==> src/hw/rtl/fir_pcm_pkg.sv <==
// Package for the PCM16 FIR filter: widths, register indexes, config struct.
// No dependencies; used by every design module of the block.
package fir_pcm_pkg;

  localparam int unsigned SAMPLE_W       = 16;
  localparam int unsigned COEF_W         = 16;
  localparam int unsigned NUM_COEFS      = 16;
  localparam int unsigned COEF_FRAC_BITS = 14;
  localparam int unsigned TAP_CNT_W      = 5;
  localparam int unsigned WORD_W         = 64;
  localparam int unsigned COEFS_PER_WORD = WORD_W / COEF_W;
  localparam int unsigned NUM_WORDS      = NUM_COEFS / COEFS_PER_WORD;

  localparam int unsigned PROD_W   = SAMPLE_W + COEF_W;
  localparam int unsigned GRP      = 4;
  localparam int unsigned NUM_GRP  = NUM_COEFS / GRP;
  localparam int unsigned PSUM_W   = PROD_W + $clog2(GRP);
  localparam int unsigned ACC_W    = PSUM_W + $clog2(NUM_GRP) + 1;

  localparam int unsigned REG_IDX_W = 3;
  localparam logic [REG_IDX_W-1:0] REG_TAP_COUNT = 3'd0;
  localparam logic [REG_IDX_W-1:0] REG_COEF_0    = 3'd1;
  localparam logic [REG_IDX_W-1:0] REG_COEF_1    = 3'd2;
  localparam logic [REG_IDX_W-1:0] REG_COEF_2    = 3'd3;
  localparam logic [REG_IDX_W-1:0] REG_COEF_3    = 3'd4;

  localparam logic [TAP_CNT_W-1:0] TAP_COUNT_RST = 5'd1;
  localparam logic [WORD_W-1:0]    COEF_0_RST    = 64'd16384;

  typedef struct packed {
    logic [TAP_CNT_W-1:0]               tap_count;
    logic [NUM_COEFS-1:0][COEF_W-1:0]   coef;
  } cfg_t;

endpackage

==> src/hw/rtl/fir_pcm_tapline.sv <==
// Input register and sample history: forms the tap vector for each request.
// Depends on fir_pcm_pkg.
module fir_pcm_tapline #(
  parameter int unsigned TAPS = 16
) (
  input  logic                                                      clk_i,
  input  logic                                                      rst_ni,
  input  logic                                                      valid_i,
  output logic                                                      ready_o,
  input  logic [fir_pcm_pkg::SAMPLE_W-1:0]                          sample_i,
  output logic                                                      valid_o,
  input  logic                                                      ready_i,
  output logic [fir_pcm_pkg::NUM_COEFS-1:0][fir_pcm_pkg::SAMPLE_W-1:0] taps_o
);

  localparam int unsigned HIST_DEPTH = TAPS - 1;

  logic [fir_pcm_pkg::SAMPLE_W-1:0]                           hist_q [HIST_DEPTH];
  logic [fir_pcm_pkg::NUM_COEFS-1:0][fir_pcm_pkg::SAMPLE_W-1:0] taps_d, taps_q;
  logic valid_q;
  logic accept;

  assign ready_o = !valid_q || ready_i;
  assign accept  = valid_i && ready_o;

  assign taps_d[0] = sample_i;
  for (genvar j = 1; j < fir_pcm_pkg::NUM_COEFS; j++) begin : g_tap
    if (j < TAPS) begin : g_hist
      assign taps_d[j] = hist_q[j-1];
    end else begin : g_none
      assign taps_d[j] = '0;
    end
  end

  always_ff @(posedge clk_i or negedge rst_ni) begin
    if (!rst_ni) begin
      valid_q <= 1'b0;
      for (int i = 0; i < HIST_DEPTH; i++) begin
        hist_q[i] <= '0;
      end
    end else begin
      if (ready_o) begin
        valid_q <= valid_i;
      end
      if (accept) begin
        hist_q[0] <= sample_i;
        for (int i = 1; i < HIST_DEPTH; i++) begin
          hist_q[i] <= hist_q[i-1];
        end
      end
    end
  end

  always_ff @(posedge clk_i) begin
    if (accept) begin
      taps_q <= taps_d;
    end
  end

  assign valid_o = valid_q;
  assign taps_o  = taps_q;

endmodule

==> config.mk <==
export PLATFORM = sky130hd
export DESIGN_NAME = fir_pcm_tapline
export DESIGN_NICKNAME = d
export VERILOG_FILES = /design/src/hw/rtl/fir_pcm_pkg.sv /design/src/hw/rtl/fir_pcm_tapline.sv
export SDC_FILE = /design/constraint.sdc
export NUM_CORES = 1
export LEC_CHECK = 0
export BUFFER_PORTS_ARGS = -buffer_cell sky130_fd_sc_hd__buf_4
export CORE_MARGIN = 2
export CORE_UTILIZATION = 53
export CTS_BUF_LIST = sky130_fd_sc_hd__clkbuf_8
export DETAILED_ROUTE_END_ITERATION = 16
export PLACE_DENSITY = 0.75
export SYNTH_ARGS = -nofsm -noshare
export SYNTH_HDL_FRONTEND = slang
export SYNTH_SLANG_ARGS = --single-unit
==> constraint.sdc <==
create_clock -name clk_i -period 4.6 [get_ports clk_i]
set_input_delay 0 -clock clk_i [delete_from_list [all_inputs] [get_ports clk_i]]
set_output_delay 0 -clock clk_i [all_outputs]
set_load 0.01 [all_outputs]
==> flow_summary.toml <==
[detailed_routing]
drt-initial-drc-count = 413
drc = 0
wl_per_cell_um = 18.7
ant_nets = 0
drtPass1Iterations = 4
routed_wl_um = 30500
route.layer.met1.wl_um = 12900
routed.top_layer = "met4"
wl_met3_um = 3020
viasPerCell = 4.85
route.vias.total = 7895
met2_length_um = 14000

[worst_setup_path]
arrival_ns = 3.24
crit_buf_inv = 2
end_kind = "flop"
worst-path-max-fanout = 96
start_kind = "flop"
cp_cell_sequence = "nand2b_4, nand2_8, inv_8, buf_12, mux2_2"
critPathRequiredTime_ns = 5.06
slowest_delay_ns = 0.79
path_class = "flop to flop"
slowest_stage = "inv_8"
path_delay_family = "buffers and inverters"

[logic_synthesis]
syn_area_sq_mm = 0.0174
syn_nets = 787
syn_avg_cell_area_sq_um = 22.7
synth.distinct_cells = 10
yosys_warnings = 0
ys_ff_latch = 497
synth-seq-area-share_pct = 78.7
syn_inst = 767

[layout]
nFillCells = 2191
final_cell_area_sq_mm = 0.0216
finalNonFillerCells = 1627
regArea_sq_mm = 0.0137
area_delta_synth_final_pct = 23.8
drive_above_1_share_pct = 52.6
layout.nets = 1144
final_util_pct = 66.5
n_antenna_cell = 0
multi_input_area_sq_mm = 0.00346

[clock_network]
clock-root-buffer = "clkbuf_8"
cts_tree = "yes"
cts_post_setup_buffers_inserted = 0
h-tree-depth = 3
clkLatencyLatePin_ns = 0.58
clock_sinks = 497
clk_pin_slew_worst_paths_ns = 0.06
cts_made_buffers = 77
clock_path_buffers = 3

[global_route]
grt_pass1_wl_um = 47100
antenna_found_initial = 0
grt_max_degree = 115
grt.total_usage_pct = 18.0
grt_pass1_vias = 8421
grt_overflow = 0

[sta]
finalHoldViolations = 0
period_share_pct = 60.6
tns_ns = 0
fmax_mhz = 359
rsz0062_at_grt = "no"
worst_pin_slew_ns = 1.02
report.final.slew_viol_count = 0
skew_ns = 0.0263
setup_viol = 0
slew_headroom_pct = 31.9
finalCriticalPeriod_ns = 2.79

[floorplanning]
coreArea_sq_mm = 0.0325
dieArea_sq_mm = 0.0344
start_util_pct = 53.7
row_count = 66
ios = 278
floorplan.die.height_um = 185
die_width_um = 185

[pwr]
power_density_mw_per_mm2 = 611
power_leakage_uw = 0.00959
peakVddDrop_mv = 0.333

[place]
hpwl_um = 18700
dp.cells = 1468
placed_area_sq_mm = 0.0199
gp_congestion = 0.739
portBuffers = 277

[job]
maxCapViolations = 0

[min_path]
hold_class = "input pin to async pin"

[status]
outcome = "finished, final reports clean"
## metal layers
| metal | GRT usage (%) | vias up |
|---|---|---|
| li1 | - | 3600 |
| met1 | 23.6 | 3967 |
| met2 | 27.1 | 275 |
| met3 | 8.06 | 53 |
| met4 | 5.43 | 0 |
| met5 | 0 | - |
## cell families (layout without fill, tap and decap cells)
family        after synthesis  after routing  synth area share, %
mux                       240            240                 19.6
simple gates                3              3                0.179
buf+inv                    27            445                 1.52
flops                     497            497                 78.7
## path summary, 6_finish.rpt
| check | from | endpoint | slack [ns] | cells after the start |
|---|---|---|---|---|
| max | valid_o | hist_q[239] | 1.81 | 5 |
| min | rst_ni | hist_q[230] | 0.03 | 2 |
| max reg2reg | valid_o | hist_q[239] | 1.81 | 5 |
| min reg2reg | hist_q[2] | taps_o[242] | 0.43 | 0 |
| max in group asynchronous | rst_ni | hist_q[0] | 3.47 | 3 |
| min in group clk_i | sample_i[0] | taps_o[0] | 0.16 | 2 |
## cell usage in the layout, fill, tap and decap left out, drive strengths merged
master and instances:
bufinv 2, inv 35, nand2b 2, edfxtp 256, buf 285, clkinv 17
dfrtp 241, mux2 240, dlygate4sd3 19, clkbuf 85, clkinvlp 2, nand2 1
## sequential cells by signal, indices dropped and copies added (netlist names)
name	count
hist_q	240
taps_o	256
valid_o	1
## cells in the mapped netlist, drive strengths merged
library cell	n	area, sq um
buf	26	262
dfrtp	241	6030
edfxtp	256	7690
inv	1	3.75
mux2	240	3420
nand2	1	11.3
nand2b	2	20.0
## per-stage QoR
step	hold slack, ns	total power [uW]	worst slack, ns
after floorplan	-0.296	8700	0.250
after global placement	0.135	9740	1.82
after detailed placement	0.130	9890	1.77
after CTS	0.0798	13400	1.76
after global routing	0.0763	13900	1.60
final	0.0330	13200	1.81
## layout make-up
cell class / count / share of cell area (%)
Clock buffer: 85 / 5.42
Sequential cell: 497 / 63.6
Tap cell: 442 / 2.56
Multi-Input combinational cell: 243 / 16.0
Timing Repair Buffer: 304 / 11.1
Inverter: 1 / 0.0522
Clock inverter: 55 / 1.32
## worst reg2reg max path, stage by stage, from the launching register on
cell	delay [ns]
dfrtp_1	0.41
nand2b_4	0.12
nand2_8	0.51
inv_8	0.85
buf_12	0.38
mux2_2	0.41
## where the power goes
| group | total [uW] | internal [uW] | switching, uW |
|---|---|---|---|
| logic | 2490 | 1700 | 793 |
| clock network | 3410 | 1810 | 1600 |
| registers | 7290 | 6340 | 953 |
| total | 13200 | 9850 | 3340 |
## timing repair
item                      CTS  global route
resized for setup           0             0
hold endpoints to repair  145             0
hold buffers               19             0
No activity file was read; power rests on OpenSTA's default activity.
