`src/hw/rtl/fir_pcm_pkg.sv`:
```
// Package for the PCM16 FIR filter: widths, register indexes, config struct.
// No dependencies; used by every design module of the block.
package fir_pcm_pkg;

  localparam int unsigned SAMPLE_W       = 16;
  localparam int unsigned COEF_W         = 16;
  localparam int unsigned NUM_COEFS      = 16;
  localparam int unsigned COEF_FRAC_BITS = 14;
  localparam int unsigned TAP_CNT_W      = 5;
  localparam int unsigned WORD_W         = 64;
  localparam int unsigned COEFS_PER_WORD = WORD_W / COEF_W;
  localparam int unsigned NUM_WORDS      = NUM_COEFS / COEFS_PER_WORD;

  localparam int unsigned PROD_W   = SAMPLE_W + COEF_W;
  localparam int unsigned GRP      = 4;
  localparam int unsigned NUM_GRP  = NUM_COEFS / GRP;
  localparam int unsigned PSUM_W   = PROD_W + $clog2(GRP);
  localparam int unsigned ACC_W    = PSUM_W + $clog2(NUM_GRP) + 1;

  localparam int unsigned REG_IDX_W = 3;
  localparam logic [REG_IDX_W-1:0] REG_TAP_COUNT = 3'd0;
  localparam logic [REG_IDX_W-1:0] REG_COEF_0    = 3'd1;
  localparam logic [REG_IDX_W-1:0] REG_COEF_1    = 3'd2;
  localparam logic [REG_IDX_W-1:0] REG_COEF_2    = 3'd3;
  localparam logic [REG_IDX_W-1:0] REG_COEF_3    = 3'd4;

  localparam logic [TAP_CNT_W-1:0] TAP_COUNT_RST = 5'd1;
  localparam logic [WORD_W-1:0]    COEF_0_RST    = 64'd16384;

  typedef struct packed {
    logic [TAP_CNT_W-1:0]               tap_count;
    logic [NUM_COEFS-1:0][COEF_W-1:0]   coef;
  } cfg_t;

endpackage

```
`src/hw/rtl/fir_pcm_regs.sv`:
```
// Configuration registers: tap count and four packed coefficient words.
// Depends on fir_pcm_pkg.
module fir_pcm_regs (
  input  logic                                  clk_i,
  input  logic                                  rst_ni,
  input  logic                                  cfg_we_i,
  input  logic [fir_pcm_pkg::REG_IDX_W-1:0]     cfg_idx_i,
  input  logic [fir_pcm_pkg::WORD_W-1:0]        cfg_data_i,
  output fir_pcm_pkg::cfg_t                     cfg_o
);

  logic [fir_pcm_pkg::TAP_CNT_W-1:0] tap_count_q;
  logic [fir_pcm_pkg::WORD_W-1:0]    word_q [fir_pcm_pkg::NUM_WORDS];

  always_ff @(posedge clk_i or negedge rst_ni) begin
    if (!rst_ni) begin
      tap_count_q <= fir_pcm_pkg::TAP_COUNT_RST;
      word_q[0]   <= fir_pcm_pkg::COEF_0_RST;
      word_q[1]   <= '0;
      word_q[2]   <= '0;
      word_q[3]   <= '0;
    end else if (cfg_we_i) begin
      case (cfg_idx_i)
        fir_pcm_pkg::REG_TAP_COUNT: tap_count_q <= cfg_data_i[fir_pcm_pkg::TAP_CNT_W-1:0];
        fir_pcm_pkg::REG_COEF_0:    word_q[0]   <= cfg_data_i;
        fir_pcm_pkg::REG_COEF_1:    word_q[1]   <= cfg_data_i;
        fir_pcm_pkg::REG_COEF_2:    word_q[2]   <= cfg_data_i;
        fir_pcm_pkg::REG_COEF_3:    word_q[3]   <= cfg_data_i;
        default: ;
      endcase
    end
  end

  always_comb begin
    cfg_o.tap_count = tap_count_q;
    for (int w = 0; w < fir_pcm_pkg::NUM_WORDS; w++) begin
      for (int c = 0; c < fir_pcm_pkg::COEFS_PER_WORD; c++) begin
        cfg_o.coef[w*fir_pcm_pkg::COEFS_PER_WORD + c] =
          word_q[w][c*fir_pcm_pkg::COEF_W +: fir_pcm_pkg::COEF_W];
      end
    end
  end

endmodule

```
`config.mk`:
```
export PLATFORM = sky130hd
export DESIGN_NAME = fir_pcm_regs
export DESIGN_NICKNAME = d
export VERILOG_FILES = /design/src/hw/rtl/fir_pcm_pkg.sv /design/src/hw/rtl/fir_pcm_regs.sv
export SDC_FILE = /design/constraint.sdc
export NUM_CORES = 1
export LEC_CHECK = 0
export BUFFER_PORTS_ARGS = -buffer_cell sky130_fd_sc_hd__clkbuf_2
export CAP_MARGIN = 30
export CORE_MARGIN = 2
export CORE_UTILIZATION = 49
export CTS_BUF_LIST = sky130_fd_sc_hd__clkbuf_2
export DETAILED_ROUTE_END_ITERATION = 8
export PLACE_DENSITY = 0.78
export SLEW_MARGIN = 5
export SYNTH_ARGS = -nofsm -noshare
export SYNTH_HDL_FRONTEND = slang
export SYNTH_SLANG_ARGS = --single-unit
```
`constraint.sdc`:
```
create_clock -name clk_i -period 1.7 [get_ports clk_i]
set_input_delay 0.17 -clock clk_i [delete_from_list [all_inputs] [get_ports clk_i]]
set_output_delay 0.17 -clock clk_i [all_outputs]
set_load 0.05 [all_outputs]
```
==> impl_metrics.json <==
{
  "status": "completed",
  "final_cell_mix": "clkbuf_2, mux2_2, dfrtp_1",
  "min_period_over_period_pct": 98.5,
  "top_layer": "met4",
  "track_usage_pct": 23.2,
  "io_buffers": 330,
  "cpPeakStageDelay_ns": 0.55,
  "dp_cells": 1139,
  "worstPathArrival_ns": 2.32,
  "yosys.area_share.simple_pct": 0.712,
  "synth_cell_types": 10,
  "cp-end-kind": "flip-flop",
  "ios": 331,
  "clock_latency_ns": 0.75,
  "clk_pin_slew_ns": 0.10,
  "yosysWarnings": 0,
  "initial_core_util_pct": 50.3,
  "cts_made_buffers": 66,
  "slew_violations": 0,
  "final_hold_viol_count": 0,
  "cp-start-kind": "input pin",
  "min_path_cells": 3,
  "grt_max_degree": 61,
  "rsz0062_at_grt": "true",
  "synth.avg_cell_area_um2": 17.7,
  "grt_pass1_wl_um": 39200,
  "met3_length_um": 1650,
  "setup_ws_ns": 0.0263,
  "die_x_um": 146,
  "hold_class": "input pin to flip-flop",
  "r2r_slack_ns": 0.40,
  "synth_xor_xnor_area_share_pct": 0,
  "drv_cap": 0,
  "coreArea_mm2": 0.0196,
  "reg2regPathDepth": 2,
  "max_clock_freq_mhz": 597,
  "min_period_ns": 1.67,
  "worstPathRequired_ns": 2.34,
  "vias_per_cell": 5.00,
  "synth_seq_cells": 261,
  "crit_path_start": "cfg_idx_i[0]",
  "floorplan.die_area_mm2": 0.0212,
  "cts_max_level": 3,
  "wl_um": 24400,
  "hold_slack_ns": 0.225,
  "netlist_area_mm2": 0.00984,
  "ant_nets": 0,
  "via_count": 6633,
  "grt_pass1_vias": 7281,
  "muxShareOfSynthArea_pct": 29.9,
  "setup_viol": 0,
  "cp_max_fo": 5,
  "cts_tree": "done",
  "firstDrtPassIters": 4,
  "drt_iter0_markers": 134,
  "worst_pin_slew_ns": 0.496,
  "wl_met1_um": 9610,
  "synth_top_family_by_area": "multiplexers",
  "slew_headroom_pct": 66.9,
  "layout.cells.non_filler": 1326,
  "clockRootBuffer": "clkbuf_2",
  "reg2reg_to": "cfg_o[87]",
  "ys_seq_area_share_pct": 66.4,
  "die_h_um": 146,
  "antenna_found_initial": 2,
  "drc": 0,
  "final_common_cell": "clkbuf_2",
  "pre_cts_slack_ns": 0.177,
  "vdd_drop_max_mv": 0.992,
  "placementRows": 51,
  "dp_hpwl_um": 15900,
  "crit_type": "input pin to flip-flop",
  "synth_adder_area_share_pct": 0,
  "setup_tns_ns": 0,
  "finClkSkew_ns": 0,
  "p_leak_uw": 0.00648,
  "synth_compound_area_share_pct": 0,
  "final_nets": 1085,
  "hold_end": "cfg_o[23]",
  "reg2reg_from": "cfg_o[87]",
  "post-cts-setup-buffers": 0,
  "dr_wl_met2_um": 12400,
  "clock_path_buffers": 3,
  "syn_nets": 625,
  "cts_sinks": 261,
  "synthCells": 555,
  "cp_slowest_cell": "dlygate4sd3_1",
  "path_cells": "dlygate4sd3_1 > clkbuf_2 > nor4b_4 > buf_4 > mux2_2 > dlygate4sd3_1",
  "path_common_cell": "dlygate4sd3_1",
  "wl_per_cell_um": 18.4,
  "power.density_mw_per_mm2": 1580,
  "holdCritStartpoint": "cfg_data_i[23]",
  "grt_overflow": 0,
  "area_delta_synth_final_pct": 34.3,
  "gp_congestion": 0.769,
  "drive_gt1_share_pct": 67.9
}
-- report_power, final --
group	total, uW	leakage (uW)	internal (uW)	switching, uW
Clock	3950	0.000447	1560	2390
Combinational	8650	0.00291	2300	6350
Sequential	8310	0.00313	7580	732
Total	20900	0.00648	11400	9470
-- cell usage after synthesis, drive strengths merged --
library cell / number / area (um2)
nand4b: 1 / 8.76
and4bb: 3 / 37.5
clkbuf: 6 / 82.6
mux2: 261 / 2940
dfrtp: 259 / 6480
buf: 22 / 219
dfstp: 2 / 52.6
nor4b: 1 / 23.8
-- registers in the layout, summed over array words and instances, names as in the netlist --
register     cells
cfg_o          256
tap_count_q      5
-- through the flow --
stage / area (um2) / util (%) / power [uW]
detailed placement: 11800 / 60.2 / 16800
finish: 13200 / 67.5 / 20900
global route: 13200 / 67.5 / 21900
floorplan: 9840 / - / 14500
global placement: 11800 / 60.2 / 16600
CTS: 13100 / 67.0 / 21000
-- worst max path at each step --
stage	to	slack, ns	cells after the start
after floorplan	cfg_o[195]	0.51	4
final	tap_count_q[2]	0.03	6
after detailed placement	cfg_o[67]	0.18	4
after CTS	cfg_o[256]	-0.04	1
after global routing	cfg_o[256]	-0.10	1
after global placement	cfg_o[121]	0.20	4
-- logic make-up after synthesis --
| logic type | count (synthesis) |
|---|---|
| simple gates | 5 |
| flops | 261 |
| buf+inv | 28 |
| mux | 261 |
-- layer usage --
metal	track usage (%)	vias up
li1	-	2941
met1	27.1	3368
met2	39.8	259
met3	7.24	65
met4	10.1	0
met5	0	-
-- area by class of cell --
type	count	area (um2)
Tap cell	265	332
Clock inverter	10	37.5
Multi-Input combinational cell	266	3020
Fill cell	1398	6370
Sequential cell	261	6530
Timing Repair Buffer	420	2790
Clock buffer	102	510
Antenna cell	2	5.00
-- critical path: cells and delay by family --
kind | cells | cell delay, ns
buf+inv | 4 | 1.46
simple gates | 1 | 0.34
mux | 1 | 0.33
-- timing repair --
item	4_1_cts	5_1_grt
hold endpoints to repair	522	0
pin swaps	0	0
gates resized for setup	10	151
setup endpoints to repair	6	109
hold buffers	73	0
(Power assumes the default switching activity.)
