**src/hw/rtl/fir_pcm_pkg.sv**
```systemverilog
// Package for the PCM16 FIR filter: widths, register indexes, config struct.
// No dependencies; used by every design module of the block.
package fir_pcm_pkg;

  localparam int unsigned SAMPLE_W       = 16;
  localparam int unsigned COEF_W         = 16;
  localparam int unsigned NUM_COEFS      = 16;
  localparam int unsigned COEF_FRAC_BITS = 14;
  localparam int unsigned TAP_CNT_W      = 5;
  localparam int unsigned WORD_W         = 64;
  localparam int unsigned COEFS_PER_WORD = WORD_W / COEF_W;
  localparam int unsigned NUM_WORDS      = NUM_COEFS / COEFS_PER_WORD;

  localparam int unsigned PROD_W   = SAMPLE_W + COEF_W;
  localparam int unsigned GRP      = 4;
  localparam int unsigned NUM_GRP  = NUM_COEFS / GRP;
  localparam int unsigned PSUM_W   = PROD_W + $clog2(GRP);
  localparam int unsigned ACC_W    = PSUM_W + $clog2(NUM_GRP) + 1;

  localparam int unsigned REG_IDX_W = 3;
  localparam logic [REG_IDX_W-1:0] REG_TAP_COUNT = 3'd0;
  localparam logic [REG_IDX_W-1:0] REG_COEF_0    = 3'd1;
  localparam logic [REG_IDX_W-1:0] REG_COEF_1    = 3'd2;
  localparam logic [REG_IDX_W-1:0] REG_COEF_2    = 3'd3;
  localparam logic [REG_IDX_W-1:0] REG_COEF_3    = 3'd4;

  localparam logic [TAP_CNT_W-1:0] TAP_COUNT_RST = 5'd1;
  localparam logic [WORD_W-1:0]    COEF_0_RST    = 64'd16384;

  typedef struct packed {
    logic [TAP_CNT_W-1:0]               tap_count;
    logic [NUM_COEFS-1:0][COEF_W-1:0]   coef;
  } cfg_t;

endpackage

```
**src/hw/rtl/fir_pcm_out.sv**
```systemverilog
// Final sum, round half up, arithmetic shift, saturation and result register.
// Depends on fir_pcm_pkg.
module fir_pcm_out (
  input  logic                                  clk_i,
  input  logic                                  rst_ni,
  input  logic                                  valid_i,
  output logic                                  ready_o,
  input  logic signed [fir_pcm_pkg::PSUM_W-1:0] psum_i [fir_pcm_pkg::NUM_GRP],
  output logic                                  valid_o,
  input  logic                                  ready_i,
  output logic [fir_pcm_pkg::SAMPLE_W-1:0]      sample_o,
  output logic                                  clipped_o
);

  localparam int unsigned ACC_W = fir_pcm_pkg::ACC_W;
  localparam logic signed [ACC_W-1:0] RND =
    ACC_W'(1) << (fir_pcm_pkg::COEF_FRAC_BITS - 1);

  logic signed [ACC_W-1:0] acc, shifted;
  logic [ACC_W-fir_pcm_pkg::SAMPLE_W:0] upper;
  logic ovf;
  logic [fir_pcm_pkg::SAMPLE_W-1:0] sample_d, sample_q;
  logic clipped_q, valid_q;

  always_comb begin
    acc = RND;
    for (int g = 0; g < fir_pcm_pkg::NUM_GRP; g++) begin
      acc = acc + ACC_W'(psum_i[g]);
    end
    shifted = acc >>> fir_pcm_pkg::COEF_FRAC_BITS;
    upper   = shifted[ACC_W-1:fir_pcm_pkg::SAMPLE_W-1];
    ovf     = !((&upper) || !(|upper));
    if (ovf) begin
      sample_d = shifted[ACC_W-1] ? {1'b1, {(fir_pcm_pkg::SAMPLE_W-1){1'b0}}}
                                  : {1'b0, {(fir_pcm_pkg::SAMPLE_W-1){1'b1}}};
    end else begin
      sample_d = shifted[fir_pcm_pkg::SAMPLE_W-1:0];
    end
  end

  assign ready_o = !valid_q || ready_i;

  always_ff @(posedge clk_i or negedge rst_ni) begin
    if (!rst_ni) begin
      valid_q <= 1'b0;
    end else if (ready_o) begin
      valid_q <= valid_i;
    end
  end

  always_ff @(posedge clk_i) begin
    if (valid_i && ready_o) begin
      sample_q  <= sample_d;
      clipped_q <= ovf;
    end
  end

  assign valid_o   = valid_q;
  assign sample_o  = sample_q;
  assign clipped_o = clipped_q;

endmodule

```
**config.mk**
```make
export PLATFORM = sky130hd
export DESIGN_NAME = fir_pcm_out
export DESIGN_NICKNAME = d
export VERILOG_FILES = /design/src/hw/rtl/fir_pcm_pkg.sv /design/src/hw/rtl/fir_pcm_out.sv
export SDC_FILE = /design/constraint.sdc
export NUM_CORES = 1
export LEC_CHECK = 0
export ABC_AREA = 1
export ABC_CLOCK_PERIOD_IN_PS = 2390
export BUFFER_PORTS_ARGS = -buffer_cell sky130_fd_sc_hd__buf_2
export CORE_UTILIZATION = 35
export CTS_CLUSTER_SIZE = 28
export DETAILED_ROUTE_END_ITERATION = 10
export REMOVE_ABC_BUFFERS = 1
export SLEW_MARGIN = 40
export SYNTH_ARGS = -nofsm -noshare
export SYNTH_HDL_FRONTEND = slang
export SYNTH_SLANG_ARGS = --single-unit
```
**constraint.sdc**
```tcl
create_clock -name clk_i -period 2.39 [get_ports clk_i]
set_input_delay 0.478 -clock clk_i [delete_from_list [all_inputs] [get_ports clk_i]]
set_output_delay 0.478 -clock clk_i [all_outputs]
set_load 0.01 [all_outputs]
```
==> results of run 1 <==
## how the worst max path moves through the flow
stage | from | end | slack [ps]
floorplan | psum_i[12] | sample_o[0] | -1410
global placement | psum_i[21] | sample_o[10] | -1850
detailed placement | psum_i[12] | sample_o[14] | -1820
CTS | psum_i[23] | sample_o[14] | -1410
global route | psum_i[12] | sample_o[12] | -1600
finish | psum_i[12] | sample_o[3] | -1480
## kinds of logic (layout without fill, tap and decap cells)
group / count (synthesis) / after routing / share of synthesized area
and+or+nand+nor: 320 / 321 / 0.2450
buffers and inverters: 230 / 492 / 0.1633
adders and majority gates: 135 / 135 / 0.4071
AOI/OAI and AO/OA: 59 / 59 / 0.06114
DFF: 18 / 18 / 0.09912
xor gates and xnor gates: 15 / 15 / 0.02432
## final cells by class
| type | instances | area, sq um | area share |
|---|---|---|---|
| multi-input combinational | 530 | 5325 | 0.6145 |
| tap | 188 | 235.2 | 0.02714 |
| inverter | 228 | 855.8 | 0.09876 |
| timing repair buffer | 260 | 1625 | 0.1876 |
| clock buffer | 4 | 88.84 | 0.01025 |
| sequential | 18 | 535.5 | 0.06180 |
## report_power, final
part / internal [W] / total, W / switching [W]
Combinational: 0.00369 / 0.00774 / 0.00405
Clock: 0.000255 / 0.000390 / 0.000134
Sequential: 0.000494 / 0.000517 / 0.0000232
## routing by layer
layer	part of all wire	global-route usage	vias to the layer above
li1	-	-	2839
met1	0.44	0.2378	2569
met2	0.50	0.3217	131
met3	0.042	0.01147	19
met4	0.015	0.02622	0
met5	0	0	-
## sequential cells by signal, indices dropped and copies added (netlist names)
signal     count
sample_o      16
valid_o        1
clipped_o      1
## what timing repair did
action                     in CTS  in global routing
pin swaps                       8                 63
hold buffers                    1                  0
hold endpoints to repair        1                  0
gates cloned                    1                  1
gates resized for setup        80                172
setup endpoints to repair      17                 17
buffers inserted               16                  6
## stage by stage
step,std cells,instance area (sq um),hold WS (ps),utilization
after floorplan,775,5376,182.4,-
after global placement,1199,7000,253.5,0.4622
after detailed placement,1199,7000,254.8,0.4622
after CTS,1221,7671,420.8,0.5065
after global routing,1228,8666,439.3,0.5722
final,1228,8666,422.0,0.5722
## cell usage in the layout (no fill, tap or decap), types with 6 or more instances in the layout
master,n
a21oi_1,11
nor2_1,24
nand2_1,151
buf_4,95
nor2_2,20
nand3_1,28
nand2_2,54
fa_1,65
inv_1,215
ha_1,12
nand3_2,8
a21oi_2,18
edfxtp_1,17
nor2_4,13
a21oi_4,6
nand2_4,9
inv_2,13
buf_2,156
xor2_1,11
ha_4,55
## worst max-delay path, cell delays in order
cell and delay [ps]:
buf_6 70, inv_2 30, fa_2 550, inv_2 40, fa_2 390, fa_2 480
ha_4 340, nand2_4 60, nor2_1 240, and3_4 260, nand2_4 60, nand2_2 70
nand2_1 60, nand2_2 70, nand3_2 80, nor2_4 130, nand3_4 100, nand3_4 140
clkbuf_16 170, nand2_1 50
==> results.tsv, run 1 <==
stage	metric	value	unit
sta	skew	2.949	ps
synthesis	ys_warn_count	0	
synthesis	synth_area_leaders	fa_1, inv_1, ha_1	
route	drtAntennaViolNets	0	
worst_setup_path	cp_data_arrival_time	3890	ps
worst_setup_path	worstReg2RegStart	valid_o	
cells_and_area	n_antenna_cell	0	
sta	rsz0062_at_grt	true	
worst_setup_path	ff2ff_setup_slack	1240	ps
power	fin_total_pwr	0.008649	W
synthesis	postSynthAreaPerCell	6.953	sq um
sta	timing.final.ws_setup	-1481	ps
sta	hold_violations	0	
global_route	antenna_found_initial	0	
floorplan	die_w	126.2	microns
power	power.density	998.1	nW/um^2
hold_path	min_path_type	in2reg	
placed_design	gp_congestion	0.8690	
route	drtIter0Drc	145	
sta	fmax	258.3	MHz
global_route	grt_pass1_vias	5334	
synthesis	synth_top_flop_cell	edfxtp_1	
placed_design	portBuffers	158	
synthesis	async_reset_ff_frac	0.05556	
global_route	grt_overflow	0	
synthesis	synth_top_area_cell	fa_1	
synthesis	syn_inst	777	
worst_setup_path	critPathKind	in2reg	
power	vdd.ir_drop.worst	385.7	uV
route	routed_wl	14890	microns
floorplan	die_h	126.2	microns
hold_path	hold_start	valid_i	
clock_network	clk_path_buf_depth	2	
clock_network	cts_made_buffers	3	
sta	finalSetupViolations	17	
synthesis	synth_seq_cells	18	
run_status	status	complete, but fails checks	
clock_network	clkSlewWorstSetupHoldPaths	60	ps
worst_setup_path	r2r_cells	2	
hold_path	hold_end	valid_o	
cells_and_area	syn_to_final_growth	60.40	%
clock_network	clock-sinks	18	
route	vias	5558	
sta	period_minus_slack	3871	ps
sta	tightest_slew	290.9	ps
route	drc_errors	0	
clock_network	cts_tree	yes	
clock_network	worstSkewPairLatency	250	ps
worst_setup_path	r2r-end	sample_o[7]	
sta	tns	-24550	ps
synthesis	synth_commonest_cells	inv_1, nand2_1, fa_1, ha_1, nor2_1	
worst_setup_path	cp_max_fo	7	
power	p_leak	4.630	nW
synthesis	synth.distinct_cells	31	
floorplan	start_util	0.3567	
route	wl_per_cell	12.13	microns
run_status	violations	setup timing	
worst_setup_path	required	2400	ps
worst_setup_path	cp-end-kind	flip-flop	
clock_network	cts.htree.levels	1	
sta	drv_slew	0	
route	viasPerCell	4.526	
floorplan	coreArea	15150	sq um
hold_path	hold_depth	3	
worst_setup_path	start_kind	input port	
route	drt_pass1_iterations	5	
floorplan	rows	45	
run	drv_cap	0	
cells_and_area	n_fill_cell	1409	
placed_design	place_hpwl	11530	microns
sta	post-route-period-util	1.620	
sta	slew_headroom	0.8048	
cells_and_area	nets	1316	
global_route	grt_usage	0.1783	
synthesis	syn_area	5403	sq um
cells_and_area	drive_above_1_share	0.4625	
synthesis	synth-edff-count	17	
global_route	grt_max_degree	18	
clock_network	cts_root_buf	clkbuf_16	
synthesis	yosysTopAreaCellShare	0.2520	
placed_design	dp_slack	-1819	ps
synthesis	yosysMostFrequentCell	inv_1	
floorplan	die_area	15940	sq um
synthesis	yosysSeqAreaShare	0.09912	
global_route	grt_pass1_wl	23400	microns
floorplan	pin_count	159	
Power figures use the tool's default switching activity.
==> run 2: changes to the inputs <==
--- a/config.mk
+++ b/config.mk
@@ -7,10 +7,11 @@
 export LEC_CHECK = 0
 export ABC_AREA = 1
 export ABC_CLOCK_PERIOD_IN_PS = 2390
-export BUFFER_PORTS_ARGS = -buffer_cell sky130_fd_sc_hd__buf_2
 export CORE_UTILIZATION = 35
 export CTS_CLUSTER_SIZE = 28
 export DETAILED_ROUTE_END_ITERATION = 10
+export DONT_BUFFER_PORTS = 1
+export PLACE_DENSITY_LB_ADDON = 0.3
 export REMOVE_ABC_BUFFERS = 1
 export SLEW_MARGIN = 40
 export SYNTH_ARGS = -nofsm -noshare
==> run 2 against run 1 <==
  * The flow still finishes with violations (setup timing)
  * Sequential power rose by 13%
  * Die area did not move
  * Register-to-register slack got worse by 30 ps
  * Largest cell class unchanged
  * Routed wire length fell by 4.5%
  * Clock-buffer cell count did not move
  * Clock skew barely moved
  * Power rose by 1.3%
  * Flip-flop and latch count did not move
  * Fmax rose by 2.6%
  * Global-route usage fell by 0.96 points
  * First-iteration DRC count rose by 8.3%
  * Critical path depth did not move
  * Largest power group unchanged
==> results.tsv, run 2 (same netlist as run 1, synthesis figures left out) <==
stage	metric	value	unit	change
global_route	grt_overflow	0		unchanged
run	drv_cap	0		unchanged
route	drtAntennaViolNets	0		unchanged
route	wl_met1	6143	microns	-6.8%
route	viasPerCell	4.708		+4.0%
power	fin_total_pwr	0.008764	W	+1.3%
clock_network	cts_tree	yes		
worst_setup_path	start_kind	input port		
sta	drv_slew	0		unchanged
cells_and_area	n_antenna_cell	0		unchanged
global_route	grt_max_degree	18		unchanged
hold_path	min_path_type	in2reg		
cells_and_area	post-route-util	0.5253		-0.04684
global_route	grt_pass1_wl	21670	microns	-7.4%
global_route	grt_usage	0.1687		-0.009628
placed_design	place_hpwl	10810	microns	-6.2%
clock_network	cts_made_buffers	3		unchanged
sta	rsz0062_at_grt	true		
run_status	violations	setup timing		
worst_setup_path	cp_num_buf_inv	3		-1
sta	slew_headroom	0.8022		-0.002534
cells_and_area	layout_common_cells	inv_1, nand2_1, buf_4, fa_1, nand2_2		
route	wl_per_cell	13.45	microns	+11%
clock_network	cts.htree.levels	1		unchanged
sta	post-route-period-util	1.579		-0.04048
global_route	antenna_found_initial	0		unchanged
power	intPower	0.004379	W	-1.3%
clock_network	worstSkewPairLatency	250	ps	about the same
cells_and_area	layout.area.seq	535.5	sq um	unchanged
cells_and_area	syn_to_final_growth	47.27	%	
worst_setup_path	cp_slowest_cell	fa_1		
route	vias	4981		-10%
power	switching_power	0.004385	W	+4.1%
sta	hold_violations	0		unchanged
worst_setup_path	path_depth	20		unchanged
power	p_leak	4.081	nW	-12%
hold_path	hold_depth	2		-1
clock_network	clkSlewWorstSetupHoldPaths	60	ps	about the same
floorplan	coreArea	15150	sq um	unchanged
power	p_seq_frac	0.067		+0.007
sta	skew	2.826	ps	-0.1227 ps
sta	finalSetupViolations	17		unchanged
placed_design	gp_congestion	0.9193		+5.8%
worst_setup_path	r2r_cells	2		unchanged
global_route	grt_pass1_vias	4757		-11%
power	switching_share	0.5003		+0.01332
worst_setup_path	crit_family	adder cells		
power	vdd.ir_drop.worst	401.4	uV	+4.1%
worst_setup_path	critPathKind	in2reg		
sta	tightest_slew	294.1	ps	+3.238 ps
cells_and_area	multiInputGateArea	5448	sq um	+2.3%
floorplan	rows	45		unchanged
cells_and_area	largest_register_ffs	16		unchanged
sta	fmax	264.9	MHz	+2.6%
power	p_comb_frac	0.889		-0.006
route	routed_wl	14230	microns	-4.5%
run_status	status	complete, but fails checks		
worst_setup_path	critPathMaxStageDelay	590	ps	+40 ps
route	top_layer	met4		
sta	tns	-22900	ps	+1645 ps
worst_setup_path	cp_max_fo	8		+1
floorplan	die_area	15940	sq um	unchanged
route	drtIter0Drc	157		+8.3%
worst_setup_path	cp_data_arrival_time	3780	ps	-110 ps
placed_design	portBuffers	0		-100%
clock_network	clk_path_buf_depth	2		unchanged
route	drt_pass1_iterations	6		+1
route	routed-wl-met2	7062	microns	-5.2%
cells_and_area	drive_above_1_share	0.3828		-0.07974
power	power_frac_clock	0.044		about the same
floorplan	start_util	0.3567		unchanged
sta	period_minus_slack	3775	ps	-96.74 ps
worst_setup_path	cp-end-kind	flip-flop		
clock_network	cts_root_buf	clkbuf_16		
cells_and_area	nets	1146		-13%
route	drc_errors	0		unchanged
floorplan	die_w	126.2	microns	unchanged
clock_network	clock-sinks	18		unchanged
floorplan	die_h	126.2	microns	unchanged
route	dr_wl_met3	677	microns	+8.8%
cells_and_area	final_common_cell	inv_1		
worst_setup_path	path_cells	inv_1, fa_1, inv_1, fa_1, ha_4, ha_4, a21oi_2, and2_4, nand2_1, nand2_2, nand3_4, nand2_4, nand2_4, nand2_2, nand3_2, nor2_4, nand3_4, nand3_4, buf_12, nand2_1		
worst_setup_path	crit_top_cell	nand3_4		
power	power.density	1101	nW/um^2	+10%
worst_setup_path	required	2400	ps	about the same
sta	timing.final.ws_setup	-1385	ps	+96.74 ps
cells_and_area	n_fill_cell	1367		-3.0%
floorplan	pin_count	159		unchanged
-- run 2: stage by stage --
stage	cells	setup slack, ps	instance area [sq um]	hold slack [ps]
floorplan	775	-1411	5376	182.4
global placement	1036	-1773	6176	182.4
detailed placement	1036	-1777	6176	182.4
CTS	1053	-1306	7127	355.2
global route	1058	-1505	7956	378.8
finish	1058	-1385	7956	354.9
-- run 2: final cells by class --
class,instances,share of cell area
Multi-Input combinational cell,530,0.6847
Inverter,228,0.1098
Timing Repair Buffer,90,0.09750
Sequential cell,18,0.06731
Tap cell,188,0.02956
Clock buffer,4,0.01117
-- run 2: worst paths after layout --
path	slack, ps	end	start
max in group asynchronous	1860	valid_o	rst_ni
setup reg to reg	1210	sample_o[7]	valid_o
setup / recovery	-1380	sample_o[9]	psum_i[11]
hold / removal	350	valid_o	valid_i
hold reg to reg	690	valid_o	valid_o
min in group asynchronous	430	valid_o	rst_ni
-- run 2: power groups by stage --
stage	logic (W)	registers, W	clock network (W)
after floorplan	0.00307	0.000568	0
after global placement	0.00486	0.000594	0
after detailed placement	0.00486	0.000594	0
after CTS	0.00630	0.000587	0.000387
after global routing	0.00845	0.000592	0.000395
final	0.00779	0.000584	0.000386
-- run 2: routing by layer --
layer	vias to the layer above	global-route usage
met2	138	0.2948
li1	2501	-
met1	2315	0.2203
met3	27	0.01614
met5	-	0
met4	0	0.04890
-- run 2: repair_timing --
action	CTS	global route
gates resized for setup	157	162
buffers inserted	11	5
cloned	2	0
setup endpoints to repair	17	17
endpoints found under the hold margin	1	0
pin swaps	50	86
hold buffers	1	0
